### src/hw/rtl/pvb_pkg.sv
// Shared types and constants for the point-versus-box table check.
// Holds the command codes, the back-end state type and the default sizes.
// Depends on nothing.
`timescale 1ns / 1ps

package pvb_pkg;

   // Default sizes handed to the top-level parameters.
   localparam int MAX_BOXES_DEF  = 64;
   localparam int COORD_BITS_DEF = 32;

   // Width of the safety margin register.
   localparam int MARGIN_BITS = 31;

   // Queue between front and back.
   localparam int QUEUE_DEPTH = 2;
   localparam int QPTR_BITS   = $clog2(QUEUE_DEPTH);
   localparam int QCNT_BITS   = $clog2(QUEUE_DEPTH + 1);

   // Operation codes as they arrive on the request port.
   typedef enum logic [1:0] {
      OP_CLEAR  = 2'd0,
      OP_APPEND = 2'd1,
      OP_CHECK  = 2'd2
   } op_type;

   // Classified command carried through the queue.
   localparam int CMD_BITS = 2;
   typedef enum logic [CMD_BITS-1:0] {
      CMD_NOP    = 2'd0,
      CMD_CLEAR  = 2'd1,
      CMD_APPEND = 2'd2,
      CMD_CHECK  = 2'd3
   } cmd_type;

   // Back-end sequencer states.
   typedef enum logic {
      BK_IDLE = 1'b0,
      BK_WALK = 1'b1
   } back_state_type;

endpackage

### src/hw/rtl/pvb_queue.sv
// Short queue of classified command words between the front and back ends.
// Depends on pvb_pkg for the depth and pointer widths.
`timescale 1ns / 1ps

module pvb_queue #(
   parameter int WIDTH = 8
) (
   input  logic             clock,
   input  logic             reset,
   input  logic             push,
   input  logic [WIDTH-1:0] push_data,
   output logic             full,
   input  logic             pop,
   output logic [WIDTH-1:0] pop_data,
   output logic             empty
);
   import pvb_pkg::*;

   logic [WIDTH-1:0]     entry_ff [QUEUE_DEPTH];
   logic [QPTR_BITS-1:0] wr_ptr_ff, wr_ptr_in;
   logic [QPTR_BITS-1:0] rd_ptr_ff, rd_ptr_in;
   logic [QCNT_BITS-1:0] count_ff, count_in;
   logic                 do_push, do_pop;

   assign full     = (count_ff == QCNT_BITS'(QUEUE_DEPTH));
   assign empty    = (count_ff == '0);
   assign pop_data = entry_ff[rd_ptr_ff];
   assign do_push  = push && !full;
   assign do_pop   = pop && !empty;

   // Pointer and fill-count update; pointers wrap at the queue depth.
   always_comb begin
      wr_ptr_in = wr_ptr_ff;
      rd_ptr_in = rd_ptr_ff;
      count_in  = count_ff;
      if (do_push) begin
         wr_ptr_in = (wr_ptr_ff == QPTR_BITS'(QUEUE_DEPTH - 1)) ? '0 : wr_ptr_ff + 1'b1;
      end
      if (do_pop) begin
         rd_ptr_in = (rd_ptr_ff == QPTR_BITS'(QUEUE_DEPTH - 1)) ? '0 : rd_ptr_ff + 1'b1;
      end
      if (do_push && !do_pop) begin
         count_in = count_ff + 1'b1;
      end else if (do_pop && !do_push) begin
         count_in = count_ff - 1'b1;
      end
   end

   always_ff @(posedge clock) begin
      if (reset) begin
         wr_ptr_ff <= '0;
         rd_ptr_ff <= '0;
         count_ff  <= '0;
      end else begin
         wr_ptr_ff <= wr_ptr_in;
         rd_ptr_ff <= rd_ptr_in;
         count_ff  <= count_in;
      end
   end

   // Storage for queued words needs no reset.
   always_ff @(posedge clock) begin
      if (do_push) begin
         entry_ff[wr_ptr_ff] <= push_data;
      end
   end

endmodule

### config.mk
export PLATFORM = sky130hd
export DESIGN_NAME = pvb_queue
export DESIGN_NICKNAME = d
export VERILOG_FILES = /design/src/hw/rtl/pvb_pkg.sv /design/src/hw/rtl/pvb_queue.sv
export SDC_FILE = /design/constraint.sdc
export NUM_CORES = 1
export LEC_CHECK = 0
export BUFFER_PORTS_ARGS = -buffer_cell sky130_fd_sc_hd__clkbuf_2
export CAP_MARGIN = 0
export CORE_MARGIN = 5
export CORE_UTILIZATION = 52
export CTS_BUF_LIST = sky130_fd_sc_hd__clkbuf_16
export DETAILED_ROUTE_END_ITERATION = 8
export PLACE_DENSITY = 0.79
export SYNTH_ARGS = -nofsm -noshare
export SYNTH_HDL_FRONTEND = slang
export SYNTH_SLANG_ARGS = --single-unit
export TNS_END_PERCENT = 20
### constraint.sdc
create_clock -name clock -period 2.33 [get_ports clock]
set_input_delay 0.1165 -clock clock [delete_from_list [all_inputs] [get_ports clock]]
set_output_delay 0.1165 -clock clock [all_outputs]
set_load 0.005 [all_outputs]
==> impl_metrics.ini <==
[sta]
timing.final.ws_setup_ns = 0.798
finalCritPeriodShare_pct = 65.8
fin_setup_tns_ns = 0
drv_slew = 0
max_freq_ghz = 0.653
setup_viol = 0
relSlewSlack_pct = 76.6
finClkSkew_ns = 0.00357
fin_crit_ns = 1.53
tightest_slew_ns = 0.351
rsz0062_at_grt = false
hold_viol = 0

[clocking]
clock_path_buffers = 2
cts_tree = done
post_cts_buffers = 0
h-tree-depth = 1
post_cts_resized = 0
numClockSinks = 21
path_clk_slew_ns = 0.05
ctsHoldBuffers = 0
insertion_delay_ns = 0.25
cts_root_buf = clkbuf_16
cts_made_buffers = 3

[global_routing]
grt_antenna_before_repair = 0
grt_pass1_vias = 460
track_usage_pct = 11.6
grt_pass1_wl_mm = 2.13
grt_max_degree = 12
grt_overflow = 0

[layout]
fin_nets = 88
final_common_cell = clkbuf_2
drive_above_1_share_pct = 44.6
areaGrowthSynthToFinish_pct = 25.1
final_util_pct = 67.4
final_cell_mix = 21 x clkbuf_2, 16 x edfxtp_1, 8 x mux2_2
diodes = 0

[die]
chipHeight_um = 49.1
num_rows = 14
initial_core_util_pct = 53.9
die_w_um = 49.1
die-area_um2 = 2410
ios = 22
fp.coreArea_um2 = 1470

[worst_setup_path]
r2r_cells = 4
cp-endpoint = count_ff[1]
crit_path_start_kind = register
worst-setup-path-type = register to register
end_kind = register
regToRegEndpoint = count_ff[1]
cp_max_fo = 5
crit_arrival_ns = 1.71
required_ns = 2.51
reg2reg_slack_ns = 0.80
reg2reg_from = count_ff[0]
crit_path_start = count_ff[0]

[detailed_routing]
wl_per_cell_um = 13.7
ant_nets = 0
drc = 0
drtIter0Drc = 3
vias = 457
routed_wl_mm = 1.23
routed_via_density = 5.08
first_pass_iters = 2

[power]
power_leakage_nw = 0.409
power.density_nw_per_um2 = 1150
peakVddDrop_v = 0.000645

[run]
maxCapViolCount = 0

[placed_design]
portBuffers = 21
place_congestion = 0.684
place_ws_ns = 0.794
dp_hpwl_um = 955

[synthesis]
avgSynthCellArea_um2 = 15.9
netlist-cell-type-count = 13
synth_warnings = 0
syn_nets = 63
postSynthCellCount = 50
synth_area_leaders = edfxtp_1 61%, dfxtp_1 13%, mux2_2 11%
synth.yosys.seq_area_share_pct = 73.2
yosysTopAreaCellShare_pct = 60.6
yosys.area.top_type = edfxtp_1
syn_area_um2 = 793
ys_ff_latch = 21

[hold_path]
hold_path_class = primary input to register

[status]
outcome = finished clean
-- sequential cells by signal (all words and copies together), names as in the netlist, named ones only --
| register | flops |
|---|---|
| rd_ptr_ff | 1 |
| wr_ptr_ff | 1 |
| entry_ff | 16 |
| count_ff | 2 |
-- report_power, final --
part / internal (mW) / switching (mW) / total [mW]
clock network: 0.228 / 0.116 / 0.344
logic: 0.145 / 0.124 / 0.269
registers: 0.479 / 0.0476 / 0.527
-- metrics by stage --
stage          instance area (um2)  total power [mW]  hold WS [ns]  cells
6_report                       992              1.14        0.0573     90
5_1_grt                        992              1.21        0.0521     90
4_1_cts                        992              1.16        0.0519     90
3_5_place_dp                   913             0.809         0.310     86
3_3_place_gp                   913             0.796         0.307     86
2_1_floorplan                  793             0.705         0.186     50
-- worst min-delay path by stage --
stage	startpoint	to	slack, ns	cells past startpoint
floorplan	reset	count_ff[1]	0.19	1
finish	push_data[4]	entry_ff[1][4]	0.06	1
detailed placement	push_data[4]	entry_ff[1][4]	0.31	1
global route	push_data[7]	entry_ff[1][7]	0.05	1
CTS	push_data[4]	entry_ff[1][4]	0.05	1
global placement	push_data[2]	entry_ff[0][2]	0.31	1
-- cell usage after synthesis (all sizes together) --
cell type  instances
and2               1
nor2b              1
o21ai              3
ha                 1
nor2               5
buf                1
a21oi              2
or3                2
xor2               3
dfxtp              5
inv                2
edfxtp            16
mux2               8
-- metal layers --
metal	wire length, um	vias to the layer above	GRT usage, %
met5	0	-	0
met4	23	0	6.73
met3	85	2	3.98
met2	586	17	17.8
met1	533	209	14.1
li1	-	229	-
-- cell families (layout without fill, tap and decap cells) --
family / after synthesis / after routing / share of synthesized area (%)
flip-flops: 21 / 21 / 73.2
AND/OR/NAND/NOR: 9 / 9 / 5.84
multiplexers: 8 / 8 / 11.4
AO/OA/AOI/OAI: 5 / 5 / 3.15
XOR/XNOR: 3 / 3 / 3.31
buffers and inverters: 3 / 27 / 1.58
adder cells (fa/ha/maj): 1 / 1 / 1.58
-- worst max-delay path: stages (launching register included) --
cell and delay, ns:
dfxtp_1 0.35, o21ai_0 0.29, ha_1 0.32, or3_1 0.37, a21oi_1 0.13
-- layout make-up --
type | instances | area [um2]
Fill cell | 106 | 479
Multi-Input combinational cell | 26 | 200
Tap cell | 16 | 20.0
Sequential cell | 21 | 581
Timing Repair Buffer | 21 | 105
Clock buffer | 3 | 75.1
Clock inverter | 1 | 3.75
Inverter | 2 | 7.51
Note: power is estimated with default switching activity, not from simulation.
