<file path="src/hw/rtl/pvb_pkg.sv">
// Shared types and constants for the point-versus-box table check.
// Holds the command codes, the back-end state type and the default sizes.
// Depends on nothing.
`timescale 1ns / 1ps

package pvb_pkg;

   // Default sizes handed to the top-level parameters.
   localparam int MAX_BOXES_DEF  = 64;
   localparam int COORD_BITS_DEF = 32;

   // Width of the safety margin register.
   localparam int MARGIN_BITS = 31;

   // Queue between front and back.
   localparam int QUEUE_DEPTH = 2;
   localparam int QPTR_BITS   = $clog2(QUEUE_DEPTH);
   localparam int QCNT_BITS   = $clog2(QUEUE_DEPTH + 1);

   // Operation codes as they arrive on the request port.
   typedef enum logic [1:0] {
      OP_CLEAR  = 2'd0,
      OP_APPEND = 2'd1,
      OP_CHECK  = 2'd2
   } op_type;

   // Classified command carried through the queue.
   localparam int CMD_BITS = 2;
   typedef enum logic [CMD_BITS-1:0] {
      CMD_NOP    = 2'd0,
      CMD_CLEAR  = 2'd1,
      CMD_APPEND = 2'd2,
      CMD_CHECK  = 2'd3
   } cmd_type;

   // Back-end sequencer states.
   typedef enum logic {
      BK_IDLE = 1'b0,
      BK_WALK = 1'b1
   } back_state_type;

endpackage

</file>
<file path="src/hw/rtl/pvb_front.sv">
// Front end: takes request words, classifies the operation and packs a queue word.
// Depends on pvb_pkg for the operation and command codes.
`timescale 1ns / 1ps

module pvb_front #(
   parameter int COORD_BITS = pvb_pkg::COORD_BITS_DEF
) (
   input  logic                                       start,
   output logic                                       busy,
   input  logic [1:0]                                 req_operation,
   input  logic signed [COORD_BITS-1:0]               req_coord_x,
   input  logic signed [COORD_BITS-1:0]               req_coord_y,
   input  logic signed [COORD_BITS-1:0]               req_coord_z,
   input  logic signed [COORD_BITS-1:0]               req_upper_x,
   input  logic signed [COORD_BITS-1:0]               req_upper_y,
   input  logic signed [COORD_BITS-1:0]               req_upper_z,
   input  logic                                       queue_full,
   output logic                                       push,
   output logic [pvb_pkg::CMD_BITS+6*COORD_BITS-1:0]  push_data
);
   import pvb_pkg::*;

   cmd_type                       cmd;
   logic signed [COORD_BITS-1:0]  up_x, up_y, up_z;

   assign busy = queue_full;
   assign push = start && !queue_full;

   // Map the request code to a command; the unused code becomes a no-op.
   always_comb begin
      unique case (req_operation)
         OP_CLEAR:  cmd = CMD_CLEAR;
         OP_APPEND: cmd = CMD_APPEND;
         OP_CHECK:  cmd = CMD_CHECK;
         default:   cmd = CMD_NOP;
      endcase
   end

   // Upper bounds only matter for an append.
   assign up_x = (cmd == CMD_APPEND) ? req_upper_x : '0;
   assign up_y = (cmd == CMD_APPEND) ? req_upper_y : '0;
   assign up_z = (cmd == CMD_APPEND) ? req_upper_z : '0;

   // Queue word layout, low to high: min x, y, z, max x, y, z, command.
   assign push_data = {cmd, up_z, up_y, up_x, req_coord_z, req_coord_y, req_coord_x};

endmodule

</file>
<file path="config.mk">
export PLATFORM = sky130hd
export DESIGN_NAME = pvb_front
export DESIGN_NICKNAME = d
export VERILOG_FILES = /design/src/hw/rtl/pvb_pkg.sv /design/src/hw/rtl/pvb_front.sv
export SDC_FILE = /design/constraint.sdc
export NUM_CORES = 1
export LEC_CHECK = 0
export BUFFER_PORTS_ARGS = -buffer_cell sky130_fd_sc_hd__buf_2
export CORE_AREA = 2 2 152 154
export DETAILED_ROUTE_END_ITERATION = 10
export DIE_AREA = 0 0 154 156
export GPL_ROUTABILITY_DRIVEN = 0
export PLACE_DENSITY = 0.44
export SLEW_MARGIN = 5
export SYNTH_ARGS = -nofsm -noshare
export SYNTH_HDL_FRONTEND = slang
export SYNTH_SLANG_ARGS = --single-unit
</file>
<file path="constraint.sdc">
create_clock -name vclk -period 1.5
set_input_delay 0.225 -clock vclk [all_inputs]
set_output_delay 0.225 -clock vclk [all_outputs]
set_load 0.02 [all_outputs]
</file>
==> results.md, run 1 <==
- The core region is 22400 um^2.
- Across the whole layout, storage elements account for 0 um^2.
- The buffers plus inverters on the worst setup path is 4.
- The detailed router placed 1552 vias in this run.
- For this run the aggregate overflow at the end of global routing stands at 0.
- During synthesis, Yosys emitted a total of 0 warnings.
- The delay of the slowest critical-path stage is 320 ps.
- Counting stages on the worst path, the most repeated cell is sky130_fd_sc_hd__buf_2.
- STA puts the critical path data arrival time at 1240 ps.
- VDD sags by at most 0.0956 mV.
- Once detailed placement completed, the half-perimeter wirelength came to 4570 um.
- The horizontal die dimension is 154 um.
- Setup violations remaining at the end of the flow were counted as 0.
- For this run, the top clock speed supported by timing is 0.682 GHz.
- The highest net fanout along the worst path is 33.
- The repair_antennas step left the layout with diodes totalling 0.
- Synthesis instantiated 8 different standard cells from the library.
- The final core utilization is 0.0935.
- In the final layout, the share of cells above drive strength 1 is 0.673.
- The number of core rows is 55.
- The share of the Yosys chip area taken by registers is 0.
- The first global-routing pass estimated 7310 um of wire.
- The final layout net count is 507.
- The worst pin sits at a relative slew slack of 0.856.
- The initial antenna violation count was 1.
- The tool flagged a number of max-cap violations equal to 0.
- Port buffering added 200 buffers.
- The flow ran to the end, and the final reports show no timing, DRC or antenna violations.
- The detailed-route vias per instance is 2.63.
- The final worst-path cycle share is 0.978.
- Grouping stages by cell kind, the critical path spends the most delay in buffers and inverters.
- The slew at the pin with the worst max-slew slack is 216 ps.
- The DRC violation count after routing is 0.
- Setup repair after global routing could not meet its margin everywhere.
- After detailed routing, the total wire length is 5770 um.
- The number of placed instances with taps included is 590.
- The number of global-route vias before repair was 1306.
- The I/O pin count is 392.
- The buffers inserted during post-CTS setup optimization is 0.
- In this run the static leakage power is 1.25 nW.
- The signal on the critical path passes through buf_2 > inv_1 > ha_4 > bufbuf_16 > and2_1 > buf_2.
- The count of mapped cells out of synthesis is 210.
- The first routing iteration left 48 violations.
- The number of slew-limit violations in the final report is 0.
- The required time of the critical path is 1270 ps.
- The worst setup path is launched from an input port.
- The non-filler instance count after layout is 591.
- The total iterations of the first detailed-routing run is 4.
- Across all hold checks on the routed design, the worst slack comes to 450 ps.
- The total die area is 24000 um^2.
- The worst setup path is of the input port to output pin kind.
- The number of failing hold endpoints at the final stage came to 0.
- When the netlist entered floorplanning its net count stood at 409.
- The worst hold-check path type is input port to output pin.
- The cell area power density is 240 nW/um^2.
- The largest net degree at the start of global routing is 35.
- The kind of end point of the critical path is an output pin.
- The initial cell density of the core is 0.0656.
- The height of the die is 156 um.
- The final antenna-violating net count is 0.
- For this design, the slowest cell found on the critical path is sky130_fd_sc_hd__bufbuf_16.
- The time the worst path needs with I/O delays and setup is 1470 ps.
- The layout-stage area growth over the synthesis result is 42.5%.
- After layout, the clock buffer instance count stands at 0.
- In the global route stage, overall resource usage came out at 0.0397.
- After detailed routing, the average wire length per cell comes to 9.76 um.
- The design has 0 sequential cells.
- The per-instance average area after synthesis is 6.99 um^2.
- The mapped cell area is 1470 um^2.
==> worst paths after layout <==
path | end | cells past startpoint | startpoint
min | push_data[44] | 0 | req_coord_y[12]
max | push_data[161] | 6 | req_operation[1]
==> cell type report <==
class / count / area, um^2
multi-input combinational: 101 / 666
tap: 285 / 357
inverter: 2 / 7.51
timing repair buffer: 203 / 1060
fill: 2620 / 20300
==> metal layers <==
layer / vias to the layer above / routed length (um) / GRT usage
li1: 719 / - / -
met1: 601 / 2070 / 0.0426
met2: 222 / 2180 / 0.0540
met3: 8 / 1460 / 0.0436
met4: 2 / 53 / 0.00445
met5: - / 12 / 0
==> kinds of logic after synthesis <==
logic type	after synthesis	share of synthesized area
adders and majority gates	3	0.0256
buffers and inverters	109	0.557
and+or+nand+nor	98	0.418
==> placed cells by master, fill, tap and decap left out <==
master,synthesis,layout
sky130_fd_sc_hd__inv_1,2,2
sky130_fd_sc_hd__buf_2,5,200
sky130_fd_sc_hd__or2_2,1,1
sky130_fd_sc_hd__buf_12,0,1
sky130_fd_sc_hd__and2_1,96,95
sky130_fd_sc_hd__bufbuf_16,0,1
sky130_fd_sc_hd__ha_1,3,2
sky130_fd_sc_hd__and2_4,0,1
sky130_fd_sc_hd__nor2b_1,1,1
sky130_fd_sc_hd__buf_4,97,1
sky130_fd_sc_hd__ha_4,0,1
==> power breakdown <==
group          switching, mW  total [mW]  internal [mW]
logic                  0.270       0.502          0.233
clock network              0           0              0
registers                  0           0              0
total                  0.270       0.502          0.233
==> cell usage after synthesis <==
cell | number | area share
sky130_fd_sc_hd__buf_4 | 97 | 0.50
sky130_fd_sc_hd__and2_1 | 96 | 0.41
sky130_fd_sc_hd__buf_2 | 5 | 0.017
sky130_fd_sc_hd__buf_6 | 5 | 0.038
sky130_fd_sc_hd__ha_1 | 3 | 0.026
sky130_fd_sc_hd__inv_1 | 2 | 0.0051
sky130_fd_sc_hd__nor2b_1 | 1 | 0.0043
sky130_fd_sc_hd__or2_2 | 1 | 0.0043
==> per-stage QoR <==
stage / setup WS, ps / power, mW / setup TNS, ps / area [um^2]
after floorplan: 311 / 0.637 / 0 / 1470
after global placement: 16.9 / 0.489 / 0 / 2050
after detailed placement: -18.3 / 0.488 / -18.3 / 2050
after CTS: -5.58 / 0.512 / -10.0 / 2090
after global routing: -69.0 / 0.544 / -2130 / 2090
final: 33.3 / 0.502 / 0 / 2090
==> repair_timing <==
item                       4_1_cts  5_1_grt
setup endpoints to repair        1       63
hold buffers                     0        0
gates cloned                     1        0
gates resized for setup          1        1
hold endpoints to repair         0        0
No activity file was read; power rests on OpenSTA's default activity.
==> inputs of run 2 (changes only) <==
BUFFER_PORTS_ARGS = unset   (was -buffer_cell sky130_fd_sc_hd__buf_2)
CORE_AREA = 2 2 151 153   (was 2 2 152 154)
DIE_AREA = 0 0 153 155   (was 0 0 154 156)
DONT_BUFFER_PORTS = 1   (was unset)
PLACE_DENSITY = 0.3   (was 0.44)
TNS_END_PERCENT = 30   (was unset)
==> run 2 against run 1 <==
  * Setup slack better by 150 ps
  * Final cell count is 34% lower
  * Die area is 1.3% lower
  * Sequential share of layout area stayed put
  * Via count is 44% lower
  * Highest routed layer is now met4
  * Global-route usage is 1.6 points lower
  * Routed wire length is 36% lower
  * Flip-flop and latch count stayed put
==> results.md, run 2 (synthesized netlist as in run 1, its figures left out) <==
- The final count of negative-setup-slack endpoints is 0 (unchanged).
- The largest vdd supply drop came to 0.0449 mV (-53%).
- The post-layout instance area came to 1050 um^2 (-50%).
- The final layout net count is 307 (-39%).
- The global-route wire length before repair is 4410 um (-40%).
- The horizontal die dimension is 153 um (-0.65%).
- The non-filler instance count after layout is 391 (-34%).
- The I/O pin count is 392 (unchanged).
- The share of power burned in registers is 0 (unchanged).
- The total area of sequential cells is 0 um^2 (unchanged).
- The worst hold-check path type is input port to output pin.
- The final worst-path cycle share is 0.876 (-0.102).
- The kind of end point of the critical path is an output pin.
- The average wire length per cell after detail routing is 9.48 um (-2.9%).
- The number of placed instances with taps included is 391 (-34%).
- The post-placement cell area is 1050 um^2 (-49%).
- The DRC violation total after the first TritonRoute iteration was 13 (-73%).
- The total net switching power is 0.205 mW (-24%).
- The number of fill cells in the layout came to 2639 (+0.73%).
- The number of slew-limit violations in the final report came to 0 (unchanged).
- The via count is 863 (-44%).
- The multi-input combinational cell area came to 653 um^2 (-1.9%).
- The minimum setup slack in the final design came to 187 ps (+153 ps).
- The hold path startpoint is req_coord_y[19].
- Leaving out fill and tap cells, the most frequent cell in the layout is sky130_fd_sc_hd__and2_1.
- The library cells used most frequently in the layout, excluding fill and tap cells, are 96 x sky130_fd_sc_hd__and2_1, 2 x sky130_fd_sc_hd__inv_1, 2 x sky130_fd_sc_hd__ha_1, 2 x sky130_fd_sc_hd__buf_4.
- The slew at the pin with the worst max-slew slack is 388 ps (+172 ps).
- The post-cts repair resize count is 0 (-1).
- The run finished with clean final reports.
- The number of hold-repair buffers added at the cts stage is 0 (unchanged).
- The critical path startpoint category is an input port.
- The total routed wirelength came to 3710 um (-36%).
- The cell area power density was 255 nW/um^2 (+6.1%).
- The count of maximum capacitance violations is 0 (unchanged).
- The final antenna-violating net count is 0 (unchanged).
- The detailed-route vias per instance is 2.21 (-16%).
- The count of buffers from port buffering is 0 (-100%).
- The number of core rows is 55 (unchanged).
- The proportion of layout cells with a drive suffix above 1 came to 0.0472 (-0.626).
- The buffers inserted during post-CTS setup optimization was 0 (unchanged).
- The final sum of negative setup slack is 0 ps (unchanged).
- The height of the die was 155 um (-0.64%).
- The total internal power is 0.0638 mW (-73%).
- The placed wire-length estimate came to 3310 um (-28%).
- The worst hold margin is 450 ps (unchanged).
- The delay of the slowest critical-path stage came to 310 ps (about the same).
- The total overflow reported by the global router is 0 (unchanged).
- The achievable clock frequency was 0.761 GHz (+12%).
- The count of clock-net buffers in the final layout is 0 (unchanged).
- The time the worst path needs with I/O delays and setup is 1310 ps (-153 ps).
- The largest net degree at the start of global routing is 54 (+54%).
- The number of sequential cells in the layout is 0 (unchanged).
- The diode insertion count for antenna repair was 0 (unchanged).
- The total die area is 23700 um^2 (-1.3%).
- The layout-stage area growth over the synthesis result is -28.3%.
- The relative slew slack is 0.741 (-0.115).
- The part of the power in combinational logic is 1.000 (about the same).
- The critical path data arrival time was 1090 ps (-150 ps).
- The core outline area is 22200 um^2 (-0.62%).
- The switching power as a share of total power is 0.762 (+0.226).
- The worst setup path category is input port to output pin.
- The worst-case hold path end point is push_data[51].
- The required time of the critical path came to 1270 ps (about the same).
- The DRC violation count after routing is 0 (unchanged).
- The highest net fanout along the worst path was 43 (+30%).
- The static leakage is 0.330 nW (-74%).
- The total track usage is 0.0241 (-0.0156).
- The cell count of the worst hold path was 0 (unchanged).
- The number of failing hold endpoints at the final stage was 0 (unchanged).
- On the critical path, the stage with the largest delay is an instance of sky130_fd_sc_hd__and2_1.
- The initial cell density of the core is 0.0660 (+0.000406).
- The number of global-route vias before repair is 782 (-40%).
- The critical path goes through inv_1 > ha_2 > buf_4 > and2_1.
- The total iterations of the first detailed-routing run is 4 (unchanged).
- The placement-stage worst setup slack was 167 ps (+185 ps).
- The initial antenna violation count is 0 (-1).
- The clock share of power was 0 (unchanged).
- Setup repair after global routing left no endpoint under its margin.
run 2: final cells by class:
| cell class | instances | area share |
|---|---|---|
| Inverter | 2 | 0.00713 |
| Tap cell | 285 | 0.339 |
| Multi-Input combinational cell | 101 | 0.621 |
| Timing Repair Buffer | 3 | 0.0333 |
run 2: worst max-delay path by stage:
stage,start,endpoint,slack (ps),cells past startpoint
CTS,req_operation[1],push_data[147],160,4
global placement,req_operation[1],push_data[147],170,4
global route,req_operation[1],push_data[147],120,4
finish,req_operation[1],push_data[147],190,4
detailed placement,req_operation[1],push_data[147],170,4
floorplan,req_operation[1],push_data[150],310,5
run 2: power groups by stage:
| stage | logic, mW | registers [mW] | clock network (mW) |
|---|---|---|---|
| 4_1_cts | 0.273 | 0 | 0 |
| 5_1_grt | 0.283 | 0 | 0 |
| 3_5_place_dp | 0.272 | 0 | 0 |
| 6_report | 0.268 | 0 | 0 |
| 3_3_place_gp | 0.273 | 0 | 0 |
| 2_1_floorplan | 0.637 | 0 | 0 |
run 2: metal layers:
metal | global-route usage | up-vias | routed length (um)
li1 | - | 316 | -
met1 | 0.0234 | 370 | 1150
met2 | 0.0419 | 167 | 1770
met3 | 0.0167 | 10 | 689
met4 | 0.00617 | 0 | 92
met5 | 0 | - | 0
run 2: metrics by stage:
| stage | power (mW) | util |
|---|---|---|
| after detailed placement | 0.272 | 0.0473 |
| after CTS | 0.273 | 0.0473 |
| final | 0.268 | 0.0473 |
| after global placement | 0.273 | 0.0473 |
| after floorplan | 0.637 | - |
| after global routing | 0.283 | 0.0473 |
run 2: critical path: cells and delay by family:
family | cells | cell delay, ps
buffers and inverters | 2 | 340
AND/OR/NAND/NOR | 1 | 310
adder cells (fa/ha/maj) | 1 | 210
